===== src/hdl/ctd_pkg.sv =====
// Shared types, constants and helpers for the chunked transfer decoder.
package ctd_pkg;

    // Largest number of significant hex digits on one size line
    localparam int unsigned CTD_SIZE_DIGITS = 8;

    localparam logic [7:0] CTD_CH_LF   = 8'h0a;
    localparam logic [7:0] CTD_CH_CR   = 8'h0d;
    localparam logic [7:0] CTD_CH_0    = 8'h30;
    localparam logic [7:0] CTD_CH_9    = 8'h39;
    localparam logic [7:0] CTD_CH_UA   = 8'h41;
    localparam logic [7:0] CTD_CH_UF   = 8'h46;
    localparam logic [7:0] CTD_CH_LA   = 8'h61;
    localparam logic [7:0] CTD_CH_LF_F = 8'h66;

    typedef enum logic [2:0] {
        PH_SIZE  = 3'd0,
        PH_DATA  = 3'd1,
        PH_SKIP  = 3'd2,
        PH_TRAIL = 3'd3,
        PH_DONE  = 3'd4,
        PH_ERR   = 3'd5
    } t_phase;

    typedef enum logic [1:0] {
        KIND_DATA = 2'd0,
        KIND_END  = 2'd1,
        KIND_ERR  = 2'd2
    } t_kind;

    typedef enum logic [1:0] {
        TL_START = 2'd0,
        TL_CR    = 2'd1,
        TL_OTHER = 2'd2
    } t_trail;

    // Result of one processed beat
    typedef struct packed {
        logic       emit;
        logic [7:0] data;
        t_kind      kind;
    } t_result;

    // Hex digit value in bits [3:0]; bit 4 set means not a hex digit
    function automatic logic [4:0] ctd_hex_value(input logic [7:0] c);
        logic [4:0] v;
        begin
            v = 5'h10;
            if (c >= CTD_CH_0 && c <= CTD_CH_9) begin
                v = {1'b0, 4'(c - CTD_CH_0)};
            end else if (c >= CTD_CH_UA && c <= CTD_CH_UF) begin
                v = {1'b0, 4'(c - CTD_CH_UA + 8'd10)};
            end else if (c >= CTD_CH_LA && c <= CTD_CH_LF_F) begin
                v = {1'b0, 4'(c - CTD_CH_LA + 8'd10)};
            end
            return v;
        end
    endfunction

endpackage


===== src/hdl/ctd_parser.sv =====
// Chunk framing state machine: size line parse, data count, trailer lines.
module ctd_parser import ctd_pkg::*; (
    input  logic       i_clk,
    input  logic       i_rst_n,
    input  logic       i_cfg_wr_en,
    input  logic       i_cfg_wr_data,
    input  logic       i_step,
    input  logic [7:0] i_byte,
    input  logic       i_start,
    output t_result    o_result
);

    logic        r_enable;
    t_phase      r_phase,       n_phase;
    logic [31:0] r_size_accum,  n_size_accum;
    logic [4:0]  r_digit_count, n_digit_count;
    logic        r_closed,      n_closed;
    logic [31:0] r_bytes_left,  n_bytes_left;
    t_trail      r_trail,       n_trail;

    // Effective state after an optional message restart
    t_phase      c_phase;
    logic [31:0] c_size_accum;
    logic [4:0]  c_digit_count;
    logic        c_closed;
    logic [31:0] c_bytes_left;
    t_trail      c_trail;
    logic [4:0]  hv;
    logic [31:0] dec_left;

    always_ff @(posedge i_clk) begin
        if (!i_rst_n) begin
            r_enable      <= 1'b1;
            r_phase       <= PH_SIZE;
            r_size_accum  <= '0;
            r_digit_count <= '0;
            r_closed      <= 1'b0;
            r_bytes_left  <= '0;
            r_trail       <= TL_START;
        end else begin
            if (i_cfg_wr_en) begin
                r_enable <= i_cfg_wr_data;
            end
            if (i_step && r_enable) begin
                r_phase       <= n_phase;
                r_size_accum  <= n_size_accum;
                r_digit_count <= n_digit_count;
                r_closed      <= n_closed;
                r_bytes_left  <= n_bytes_left;
                r_trail       <= n_trail;
            end
        end
    end

    always_comb begin
        if (i_start) begin
            c_phase       = PH_SIZE;
            c_size_accum  = '0;
            c_digit_count = '0;
            c_closed      = 1'b0;
            c_bytes_left  = '0;
            c_trail       = TL_START;
        end else begin
            c_phase       = r_phase;
            c_size_accum  = r_size_accum;
            c_digit_count = r_digit_count;
            c_closed      = r_closed;
            c_bytes_left  = r_bytes_left;
            c_trail       = r_trail;
        end

        hv       = ctd_hex_value(i_byte);
        dec_left = c_bytes_left - 32'd1;

        n_phase       = c_phase;
        n_size_accum  = c_size_accum;
        n_digit_count = c_digit_count;
        n_closed      = c_closed;
        n_bytes_left  = c_bytes_left;
        n_trail       = c_trail;
        o_result      = '{emit: 1'b0, data: 8'd0, kind: KIND_DATA};

        if (!r_enable) begin
            // pass-through: every beat is data, parser state held
            o_result = '{emit: 1'b1, data: i_byte, kind: KIND_DATA};
        end else begin
            case (c_phase)
                PH_SIZE: begin
                    if (i_byte == CTD_CH_LF) begin
                        if (c_size_accum == 32'd0) begin
                            n_phase = PH_TRAIL;
                            n_trail = TL_START;
                        end else begin
                            n_phase      = PH_DATA;
                            n_bytes_left = c_size_accum;
                        end
                        n_size_accum  = '0;
                        n_digit_count = '0;
                        n_closed      = 1'b0;
                    end else if (!c_closed) begin
                        if (hv[4]) begin
                            n_closed = 1'b1;
                        end else if (c_digit_count == 5'd0 && hv[3:0] == 4'd0) begin
                            // leading zero, skipped
                        end else if (c_digit_count >= 5'(CTD_SIZE_DIGITS)) begin
                            n_phase  = PH_ERR;
                            o_result = '{emit: 1'b1, data: 8'd0, kind: KIND_ERR};
                        end else begin
                            n_size_accum  = {c_size_accum[27:0], hv[3:0]};
                            n_digit_count = c_digit_count + 5'd1;
                        end
                    end
                end
                PH_DATA: begin
                    n_bytes_left = dec_left;
                    if (dec_left == 32'd0) begin
                        n_phase = PH_SKIP;
                    end
                    o_result = '{emit: 1'b1, data: i_byte, kind: KIND_DATA};
                end
                PH_SKIP: begin
                    if (i_byte == CTD_CH_LF) begin
                        n_phase       = PH_SIZE;
                        n_size_accum  = '0;
                        n_digit_count = '0;
                        n_closed      = 1'b0;
                    end
                end
                PH_TRAIL: begin
                    if (i_byte == CTD_CH_LF) begin
                        if (c_trail == TL_CR) begin
                            n_phase  = PH_DONE;
                            o_result = '{emit: 1'b1, data: 8'd0, kind: KIND_END};
                        end
                        n_trail = TL_START;
                    end else if (c_trail == TL_START && i_byte == CTD_CH_CR) begin
                        n_trail = TL_CR;
                    end else begin
                        n_trail = TL_OTHER;
                    end
                end
                default: begin
                    // done or error: drop until next message start
                end
            endcase
        end
    end

endmodule


===== src/hdl/chunked_transfer_decoder.sv =====
// An accepted beat is held in the input register until the result side is free or
// being taken; its result is then written to the result register, where o_valid shows it.
// Throughput: one beat per cycle; the input register and the result register
// both advance in the same cycle when the result side is free or being taken.
// Beats that frame the chunks produce no result. Reset (i_rst_n low, synchronous)
// empties both registers, enables decoding and restarts the size line parse.
module chunked_transfer_decoder import ctd_pkg::*; (
    input  logic       i_clk,
    input  logic       i_rst_n,
    input  logic       i_cfg_wr_en,
    input  logic       i_cfg_wr_data,
    input  logic       i_valid,
    output logic       o_ready,
    input  logic [7:0] i_in_byte,
    input  logic       i_msg_start,
    output logic       o_valid,
    input  logic       i_ready,
    output logic [7:0] o_out_byte,
    output logic [1:0] o_out_kind
);

    logic       r_in_valid;
    logic [7:0] r_in_byte;
    logic       r_in_start;
    logic       r_out_valid;
    logic [7:0] r_out_byte;
    t_kind      r_out_kind;
    logic       adv;
    t_result    res;

    assign adv     = r_in_valid && (!r_out_valid || i_ready);
    assign o_ready = !r_in_valid || adv;

    ctd_parser u_parser (
        .i_clk         (i_clk),
        .i_rst_n       (i_rst_n),
        .i_cfg_wr_en   (i_cfg_wr_en),
        .i_cfg_wr_data (i_cfg_wr_data),
        .i_step        (adv),
        .i_byte        (r_in_byte),
        .i_start       (r_in_start),
        .o_result      (res)
    );

    always_ff @(posedge i_clk) begin
        if (!i_rst_n) begin
            r_in_valid  <= 1'b0;
            r_out_valid <= 1'b0;
        end else begin
            if (o_ready) begin
                r_in_valid <= i_valid;
            end
            if (adv) begin
                r_out_valid <= res.emit;
            end else if (i_ready) begin
                r_out_valid <= 1'b0;
            end
        end
    end

    always_ff @(posedge i_clk) begin
        if (o_ready && i_valid) begin
            r_in_byte  <= i_in_byte;
            r_in_start <= i_msg_start;
        end
        if (adv && res.emit) begin
            r_out_byte <= res.data;
            r_out_kind <= res.kind;
        end
    end

    assign o_valid    = r_out_valid;
    assign o_out_byte = r_out_byte;
    assign o_out_kind = r_out_kind;

endmodule


===== config.mk =====
export PLATFORM = sky130hd
export DESIGN_NAME = chunked_transfer_decoder
export DESIGN_NICKNAME = d
export VERILOG_FILES = /design/src/hdl/ctd_pkg.sv /design/src/hdl/ctd_parser.sv /design/src/hdl/chunked_transfer_decoder.sv
export SDC_FILE = /design/constraint.sdc
export NUM_CORES = 1
export LEC_CHECK = 0
export BUFFER_PORTS_ARGS = -buffer_cell sky130_fd_sc_hd__buf_2
export CORE_ASPECT_RATIO = 0.5
export CORE_MARGIN = 2
export CORE_UTILIZATION = 66
export CTS_BUF_LIST = sky130_fd_sc_hd__clkbuf_16
export CTS_CLUSTER_SIZE = 25
export DETAILED_ROUTE_END_ITERATION = 8
export PLACE_DENSITY = 0.93
export SKIP_CTS_REPAIR_TIMING = 1
export SYNTH_ARGS = -nofsm -noshare
export SYNTH_HDL_FRONTEND = slang
export SYNTH_SLANG_ARGS = --single-unit

===== constraint.sdc =====
create_clock -name i_clk -period 10 [get_ports i_clk]
set_input_delay 0.5 -clock i_clk [delete_from_list [all_inputs] [get_ports i_clk]]
set_output_delay 0.5 -clock i_clk [all_outputs]
set_load 0.02 [all_outputs]

Word-level counts from Yosys, hierarchy flattened --
Cells that the tools add are included.
Storage, ports and cells: bits in registers 97, bits in latches 0, bits in writable memories 0, bits in read-only memories 0, output and inout bits 12, memories kept 0
Cells by class: $add $sub $neg 7, multipliers 0, divide/modulo/power cells 0, order comparisons 7, equal/unequal tests 6, shift operators 0, muxes and demuxes 64, bitwise operators 0, reductions and logical operators 20
Operators by type and width (number):
- $mux 32 | 12
- $pmux 32 s2 | 2
- $mux 11 | 8
- $logic_not 32->1 | 2
- $mux 5 | 11
- $mux 3 | 11
- $pmux 11 s3 | 1
- $sub 32x1->32 const B | 1
- $eq 8x4->1 const B | 2
- $ge 8x7->1 const B | 2
- $le 8x7->1 const B | 2
- $mux 2 | 7
- $pmux 3 s4 | 1
- $sub 4x1->4 const B | 3
- $pmux 5 s2 | 1
- $logic_and 1x1->1 | 9
- $add 4x4->4 const B | 2
- $ge 8x6->1 const B | 1
- $le 8x6->1 const B | 1
- $mux 1 | 8
- $eq 3x2->1 const B | 2
- $add 5x1->5 const B | 1
- $ge 5x4->1 const B | 1
- $logic_not 5->1 | 1
- 10 further kinds | 12

Logic depth before layout (Yosys ltp) --
Gate-level depths: netlist of the first run.
word-level depth 14, depth in mapped cells 15

By module --
A second synthesis of the first run with hierarchy kept.
Unflattened totals: cells, all modules 789, area, all modules 6276.0 µm²
By module, submodules not included:
- ctd_parser | times used 1, cells each 757, area an instance 5592.9 µm²
- chunked_transfer_decoder | times used 1, cells each 32, area an instance 683.2 µm²

Worst setup path before layout of the first run --
No wires, ideal clock.
path kind reg-to-reg, start reg r_in_start, end reg u_parser.r_phase[0], arrival time 3199 ps, path slack 6684 ps, stages on the path, launching flop included 14, path buffers 3, clock period less this slack 3316 ps, cells stage by stage edfxtp_1 buf_6 clkinv_1 clkbuf_1 buf_6 nand2_1 ha_1 o21ai_1 nor2_1 a311o_1 a2111oi_0 nand4_1 or4_1 a41o_1
Between the ends: word-level cells in the longest chain between the ends 9, elaborated cells between the ends (all ways) 26, classes of those cells add/sub (1); order compare (1); eq/ne (4); mux (16); reduce/logical (4)
RTL lines:
- start, declared | RTL line chunked_transfer_decoder.sv:24 | logic r_in_start;
- start signal, assigned | RTL line chunked_transfer_decoder.sv:64 | r_in_start <= i_msg_start;
- parallel branches: the longest is 8 deep, another holds $sub 32x1->32
- $mux 3 (*) | RTL line ctd_parser.sv:83 | if (!r_enable) begin
- end signal, assigned | RTL line ctd_parser.sv:45 | r_phase <= n_phase;
- end, declared | RTL line ctd_parser.sv:14 | t_phase r_phase, n_phase;
Every way passes the cells marked *. A chain may end at the register's enable or synchronous reset.

Final worst setup path of the first run --
Same ends and word-level chain as after synthesis.

==> impl_metrics.yaml, run 1 <==
die:
  initial_utilization_pct: 68.56
  die_w_um: 139.2
  pin_count: 27
  num_rows: 24
  die_height_um: 71.60
  dieArea_sq_um: 9967
  core_area_sq_um: 8798
critical_path:
  cpPeakStageDelay_ns: 0.85
  path_delay_family: "buffers and inverters"
  crit_type: "reg2reg"
  worstPathCellList: "buf_4 -> clkinv_1 -> nand2_1 -> ha_1 -> o21ai_1 -> o21bai_1 -> o311a_1 -> nor4_1 -> nand4_1 -> or4_1 -> a41o_1"
  cp.required_ns: 10.25
  worst-path-buf-inv: 2
  critPathArrivalTime_ns: 5.13
  start_kind: "register"
  crit_path_end_kind: "register"
  crit_fanout: 57
  slowest_stage: "clkinv_1"
global_routing:
  grt_max_degree: 61
  grt_pass1_wl_um: 30370
  antenna_found_initial: 0
  grtUsageTotal_pct: 38.43
  grt_overflow: 0
  first_global_vias: 5819
timing:
  slew_viol_final: 0
  tns_ns: 0
  worstMarginPinSlew_ns: 1.122
  finalCritPeriodShare_pct: 48.80
  setup-violations-final: 0
  finClkSkew_ns: 0.01006
  fin_ws_ns: 5.120
  slew_headroom_pct: 24.91
  hold_viol_final: 0
  rsz0062_at_grt: "no"
  timing.hold.ws_ns: 0.3145
  fmax_mhz: 204.9
  post-route-min-period_ns: 4.880
power_and_ir_drop:
  clkPwrFrac_pct: 42.7
  swShare_pct: 25.50
  p_seq_share_pct: 49.8
  report.power.total_uw: 823.1
  p_leak_uw: 0.002463
  ir_worst_vdd_uv: 88.71
  p_switching_uw: 209.9
  powerDensity_nw_per_um2: 128.4
  p_int_uw: 613.3
  pwr-share-comb_pct: 7.5
synth:
  synth_top_area_share_pct: 25.89
  syn-num-nets: 786
  syn_inst: 763
  synth_edf_count: 19
  yosysMostFrequentCell: "nand2_1"
  ys_seq_area_share_pct: 35.35
  synthTopCellsByArea: "dfxtp_1, edfxtp_1, a22oi_1, nand2_1, nor2_1"
  synth_top_flop_cell: "dfxtp_1"
  avgSynthCellArea_sq_um: 7.906
  yosysTopAreaCell: "dfxtp_1"
  async_reset_ff_share_pct: 0
  yosysUniqueCellTypes: 70
  syn_area_sq_um: 6032
  synth_warnings: 0
  ys_ff_latch: 97
  synth_commonest_cells: "nand2_1, dfxtp_1, nor2_1"
clock_network:
  cts.clk_slew.worst_paths_ns: 0.07
  htreeDepth: 3
  cts-buffers-inserted: 9
  cts_tree: "done"
  clk_latency_ns: 0.36
  clock_path_buffers: 2
  cts_sinks: 97
  root_buffer: "clkbuf_16"
detailed_routing:
  vias: 6329
  wirelength_um: 18780
  drt_iter0_markers: 1020
  post-route-drc-count: 0
  routed_via_density: 7.250
  drt.antenna.violating_nets: 0
  drt_first_pass_iters: 9
  routedWlPerCell_um: 21.51
placement:
  dp_slack_ns: 5.297
  dp_hpwl_um: 12650
  portBuffers: 26
  gp_congestion: 0.9945
  post_dp_cell_area_sq_um: 6118
worst_hold_path:
  min_path_type: "in2reg"
flow_run:
  maxCapViolations: 0
status:
  status: "finished clean"
layout:
  area_growth_pct: 6.285
  drive_above_1_share_pct: 8.730
  antennaDiodeCount: 0
  final_area_sq_um: 6411
  final_nets: 774
==> final cells by class <==
| type | count | area (sq um) |
|---|---|---|
| Fill cell | 674 | 2387 |
| Clock buffer | 9 | 225.2 |
| Sequential cell | 97 | 2132 |
| Multi-Input combinational cell | 592 | 3586 |
| Tap cell | 117 | 146.4 |
| Clock inverter | 7 | 67.56 |
| Timing Repair Buffer | 34 | 190.2 |
| Inverter | 17 | 63.81 |
==> path summary, 6_finish.rpt <==
| path | slack, ns | depth (start not counted) | startpoint | end |
|---|---|---|---|---|
| max | 5.12 | 11 | r_in_start$_DFFE_PP_ | u_parser.r_phase[0]$_SDFFE_PN0P_ |
| min | 0.31 | 1 | i_in_byte[5] | r_in_byte[5]$_DFFE_PP_ |
| max reg2reg | 5.12 | 11 | r_in_start$_DFFE_PP_ | u_parser.r_phase[0]$_SDFFE_PN0P_ |
| min reg2reg | 0.48 | 2 | u_parser.r_trail[1]$_SDFFE_PN0P_ | u_parser.r_trail[1]$_SDFFE_PN0P_ |
==> layer usage <==
metal  global-route usage (%)  part of all wire (%)  wire (um)  vias up
met3                    9.893                    13       2476       94
met2                    58.73                    43       7982      545
met4                    18.74                   5.0        933        0
li1                         -                     -          -     2840
met5                        0                     0          0        -
met1                    51.68                    39       7387     2850
==> cells in the final DEF, fill, tap and decap left out, types with 6 or more instances in the layout <==
cell       instances
or4_1              6
a21oi_1           49
nand2b_1           7
a31oi_1            9
buf_4              8
dfxtp_1           78
nor3_1            28
inv_1             16
edfxtp_1          19
a21o_1             9
clkbuf_16          9
nand4_1           18
xor2_1            10
o31ai_1            7
ha_1               8
nor2_1            78
a22oi_1           43
nand2_1           83
mux2i_1           21
o22ai_1            9
and2_1             8
nand3_1           19
o21ai_0           58
buf_2             26
nor4_1            22
o2bb2ai_1         14
==> metrics by stage <==
step                instances  utilization (%)
global route              873            72.87
global placement          857            69.54
floorplan                 763                -
detailed placement        857            69.54
finish                    873            72.87
CTS                       873            72.87
==> state kept, by name (all words and copies together), names as in the netlist <==
name / cells
o_valid: 1
u_parser.r_enable: 1
r_in_valid: 1
u_parser.r_bytes_left: 32
r_in_start: 1
r_in_byte: 8
u_parser.r_trail: 2
u_parser.r_digit_count: 5
o_out_byte: 8
u_parser.r_phase: 3
u_parser.r_size_accum: 32
o_out_kind: 2
u_parser.r_closed: 1
==> kinds of logic (layout without fill, tap and decap cells) <==
family | after synthesis | in the layout | synth area share (%)
compound gates | 237 | 237 | 25.82
xor+xnor | 15 | 15 | 2.178
fa+ha+maj | 8 | 8 | 1.659
buf+inv | 74 | 67 | 5.206
flops | 97 | 97 | 35.35
mux | 23 | 23 | 3.858
simple gates | 309 | 309 | 25.93
==> power groups by stage <==
stage	sequential, uW	combinational (uW)	clock, uW
2_1_floorplan	416	44.0	0
3_3_place_gp	418	57.2	0
3_5_place_dp	418	58.9	0
4_1_cts	409	59.6	352
5_1_grt	410	66.5	364
6_report	410	62.0	351
Note: power is estimated with default switching activity, not from simulation.
==> run 2: changes to the inputs <==
--- a/config.mk
+++ b/config.mk
@@ -5,14 +5,15 @@
 export SDC_FILE = /design/constraint.sdc
 export NUM_CORES = 1
 export LEC_CHECK = 0
+export ABC_AREA = 1
 export BUFFER_PORTS_ARGS = -buffer_cell sky130_fd_sc_hd__buf_2
 export CORE_ASPECT_RATIO = 0.5
 export CORE_MARGIN = 2
-export CORE_UTILIZATION = 66
+export CORE_UTILIZATION = 57
 export CTS_BUF_LIST = sky130_fd_sc_hd__clkbuf_16
 export CTS_CLUSTER_SIZE = 25
 export DETAILED_ROUTE_END_ITERATION = 8
-export PLACE_DENSITY = 0.93
+export PLACE_DENSITY = 0.85
 export SKIP_CTS_REPAIR_TIMING = 1
 export SYNTH_ARGS = -nofsm -noshare
 export SYNTH_HDL_FRONTEND = slang
==> constraint.sdc (replaced) <==
create_clock -name i_clk -period 4.3 [get_ports i_clk]
set_input_delay 0.215 -clock i_clk [delete_from_list [all_inputs] [get_ports i_clk]]
set_output_delay 0.215 -clock i_clk [all_outputs]
set_load 0.02 [all_outputs]
==> run 2 against run 1 <==
- worst setup slack worse by 4.2 ns
- final area up 27%
- critical path type unchanged
- sequential share of layout area decreased by 7.1 points
- clock power rose to 2.6 times the previous value
- global-route usage down 5.2 points
- critical path depth up 2
- combinational power grew to 12 times the previous value
- register-to-register slack worse by 4.2 ns
- core utilization shrank 9.5 points
- synthesized area is 27% higher
- wire length rose by 26%
==> impl_metrics.yaml, run 2 <==
status:
  status: "finished clean"
power_and_ir_drop:
  powerDensity_nw_per_um2: 330.6
  p_leak_uw: 0.004098
  ir_worst_vdd_uv: 228.2
die:
  die_height_um: 86.00
  die_w_um: 168.0
  pin_count: 27
  core_area_sq_um: 12880
  dieArea_sq_um: 14450
  initial_utilization_pct: 59.50
  num_rows: 29
clock_network:
  cts_tree: "done"
  clock_path_buffers: 2
  cts_sinks: 97
  cts-buffers-inserted: 9
  htreeDepth: 3
  cts.clk_slew.worst_paths_ns: 0.08
  root_buffer: "clkbuf_16"
  clk_latency_ns: 0.36
detailed_routing:
  vias: 8649
  post-route-drc-count: 0
  routedWlPerCell_um: 16.59
  drt.antenna.violating_nets: 0
  routed_via_density: 6.078
  drt_first_pass_iters: 9
  wirelength_um: 23610
  drt_iter0_markers: 1180
synth:
  yosysTopAreaCell: "dfxtp_1"
  ys_ff_latch: 97
  syn-num-nets: 1281
  synth_edf_count: 19
  yosysUniqueCellTypes: 46
  avgSynthCellArea_sq_um: 6.093
  synth_commonest_cells: "nand2_1, a21oi_1, inv_1"
  synth_top_flop_cell: "dfxtp_1"
  synth_top_area_share_pct: 20.37
  synth_warnings: 0
  synthTopCellsByArea: "dfxtp_1, nand2_1, a21oi_1, edfxtp_1, inv_1"
  syn_inst: 1258
  ys_seq_area_share_pct: 27.82
  syn_area_sq_um: 7665
  async_reset_ff_share_pct: 0
  yosysMostFrequentCell: "nand2_1"
timing:
  fmax_mhz: 299.4
  slew_viol_final: 0
  finalCritPeriodShare_pct: 77.68
  rsz0062_at_grt: "no"
  tns_ns: 0
  worstMarginPinSlew_ns: 1.046
  setup-violations-final: 0
  slew_headroom_pct: 30.10
  finClkSkew_ns: 0.008366
  post-route-min-period_ns: 3.340
  timing.hold.ws_ns: 0.02752
  hold_viol_final: 0
layout:
  multi_input_area_sq_um: 4633
  drive_above_1_share_pct: 9.338
  ff_latch_area_sq_um: 2132
  final_nets: 1271
  mostFrequentLayoutCell: "nand2_1"
  antennaDiodeCount: 0
  final_cell_mix: "nand2_1, a21oi_1, inv_1"
  reg_top3: "u_parser.r_bytes_left (32), u_parser.r_size_accum (32)"
  area_growth_pct: 6.432
  nFillCells: 1168
  fin_util_pct: 63.33
critical_path:
  crit_start: "r_in_start$_DFFE_PP_"
  cp-endpoint: "u_parser.r_bytes_left[9]$_SDFFE_PN0P_"
  cp.required_ns: 4.56
  regToRegSetupSlack_ns: 0.96
  crit_type: "reg2reg"
  critPathArrivalTime_ns: 3.60
  crit_fanout: 63
  rr_worst_depth: 13
  reg2reg_to: "u_parser.r_bytes_left[9]$_SDFFE_PN0P_"
  worst_r2r_startpoint: "r_in_start$_DFFE_PP_"
  crit_path_end_kind: "register"
  start_kind: "register"
placement:
  gp_congestion: 0.9902
  portBuffers: 26
  dp_hpwl_um: 16330
global_routing:
  grt_max_degree: 81
  antenna_found_initial: 1
  grt_overflow: 0
  grtUsageTotal_pct: 33.19
  first_global_vias: 7773
  grt_pass1_wl_um: 38450
worst_hold_path:
  min_path_type: "in2reg"
  min-delay-start: "i_in_byte[5]"
flow_run:
  maxCapViolations: 0
## run 2: cell count changes after synthesis, sizes merged, moves of 27 or more
cell | previous run | this run
nand2 | 83 | 334
inv | 15 | 152
a21oi | 49 | 161
nand3 | 19 | 91
o21ai | 60 | 128
a22oi | 43 | 0
nor2 | 78 | 119
buf | 9 | 36
## run 2: power by group
part	internal (uW)	total, uW	leakage, uW	switching, uW
registers	983	1030	0.000822	45.5
clock network	476	900	0.000162	424
logic	228	769	0.00311	540
total	1690	2700	0.00410	1010
## run 2: critical path, stage by stage, from the launching register on
cell and delay (ns):
edfxtp_1 0.43, buf_4 0.41, nor2_1 0.28, nor4_1 0.59, nand2_1 0.10, nor2_1 0.16, nand2_1 0.13, nand2_2 0.07
buf_4 0.48, nand2_1 0.15, o211ai_1 0.18, nand3_1 0.11, nand2_1 0.08, inv_1 0.03
## run 2: cell families after synthesis
group / share of synthesized area (%)
compound gates: 25.07
xor+xnor: 0.7999
fa+ha+maj: 1.306
buf+inv: 11.87
flops: 27.82
simple gates: 33.14
## run 2: final cells by class
type,count,area share [%]
clock buffer,9,2.761
tap,170,2.607
timing repair buffer,44,3.252
sequential,97,26.13
clock inverter,7,1.350
multi-input combinational,943,56.79
inverter,153,7.101
## run 2: through the flow
| stage | std cells | total power [uW] | area (sq um) | worst slack, ns |
|---|---|---|---|---|
| finish | 1423 | 2697 | 8158 | 0.9599 |
| global route | 1423 | 2820 | 8158 | 0.7211 |
| CTS | 1423 | 2677 | 8158 | 1.136 |
| detailed placement | 1407 | 1786 | 7823 | 1.177 |
| global placement | 1407 | 1768 | 7823 | 1.116 |
| floorplan | 1258 | 1607 | 7665 | 1.931 |
## run 2: layer usage
layer / share of wire [%] / routed length, um / GRT usage, %
met1: 42 / 9971 / 46.12
met2: 42 / 9820 / 50.83
met3: 14 / 3352 / 8.214
met4: 2.0 / 465 / 10.75
met5: 0 / 0 / 0
## run 2: worst min-delay path by stage
stage                     slack (ns)  cells after the start                      to
after floorplan                 0.31                      0  r_in_byte[0]$_DFFE_PP_
after global placement          0.39                      1  r_in_byte[3]$_DFFE_PP_
after detailed placement        0.39                      1  r_in_byte[1]$_DFFE_PP_
after CTS                       0.02                      1  r_in_byte[7]$_DFFE_PP_
after global routing            0.02                      1  r_in_byte[7]$_DFFE_PP_
final                           0.03                      1  r_in_byte[5]$_DFFE_PP_
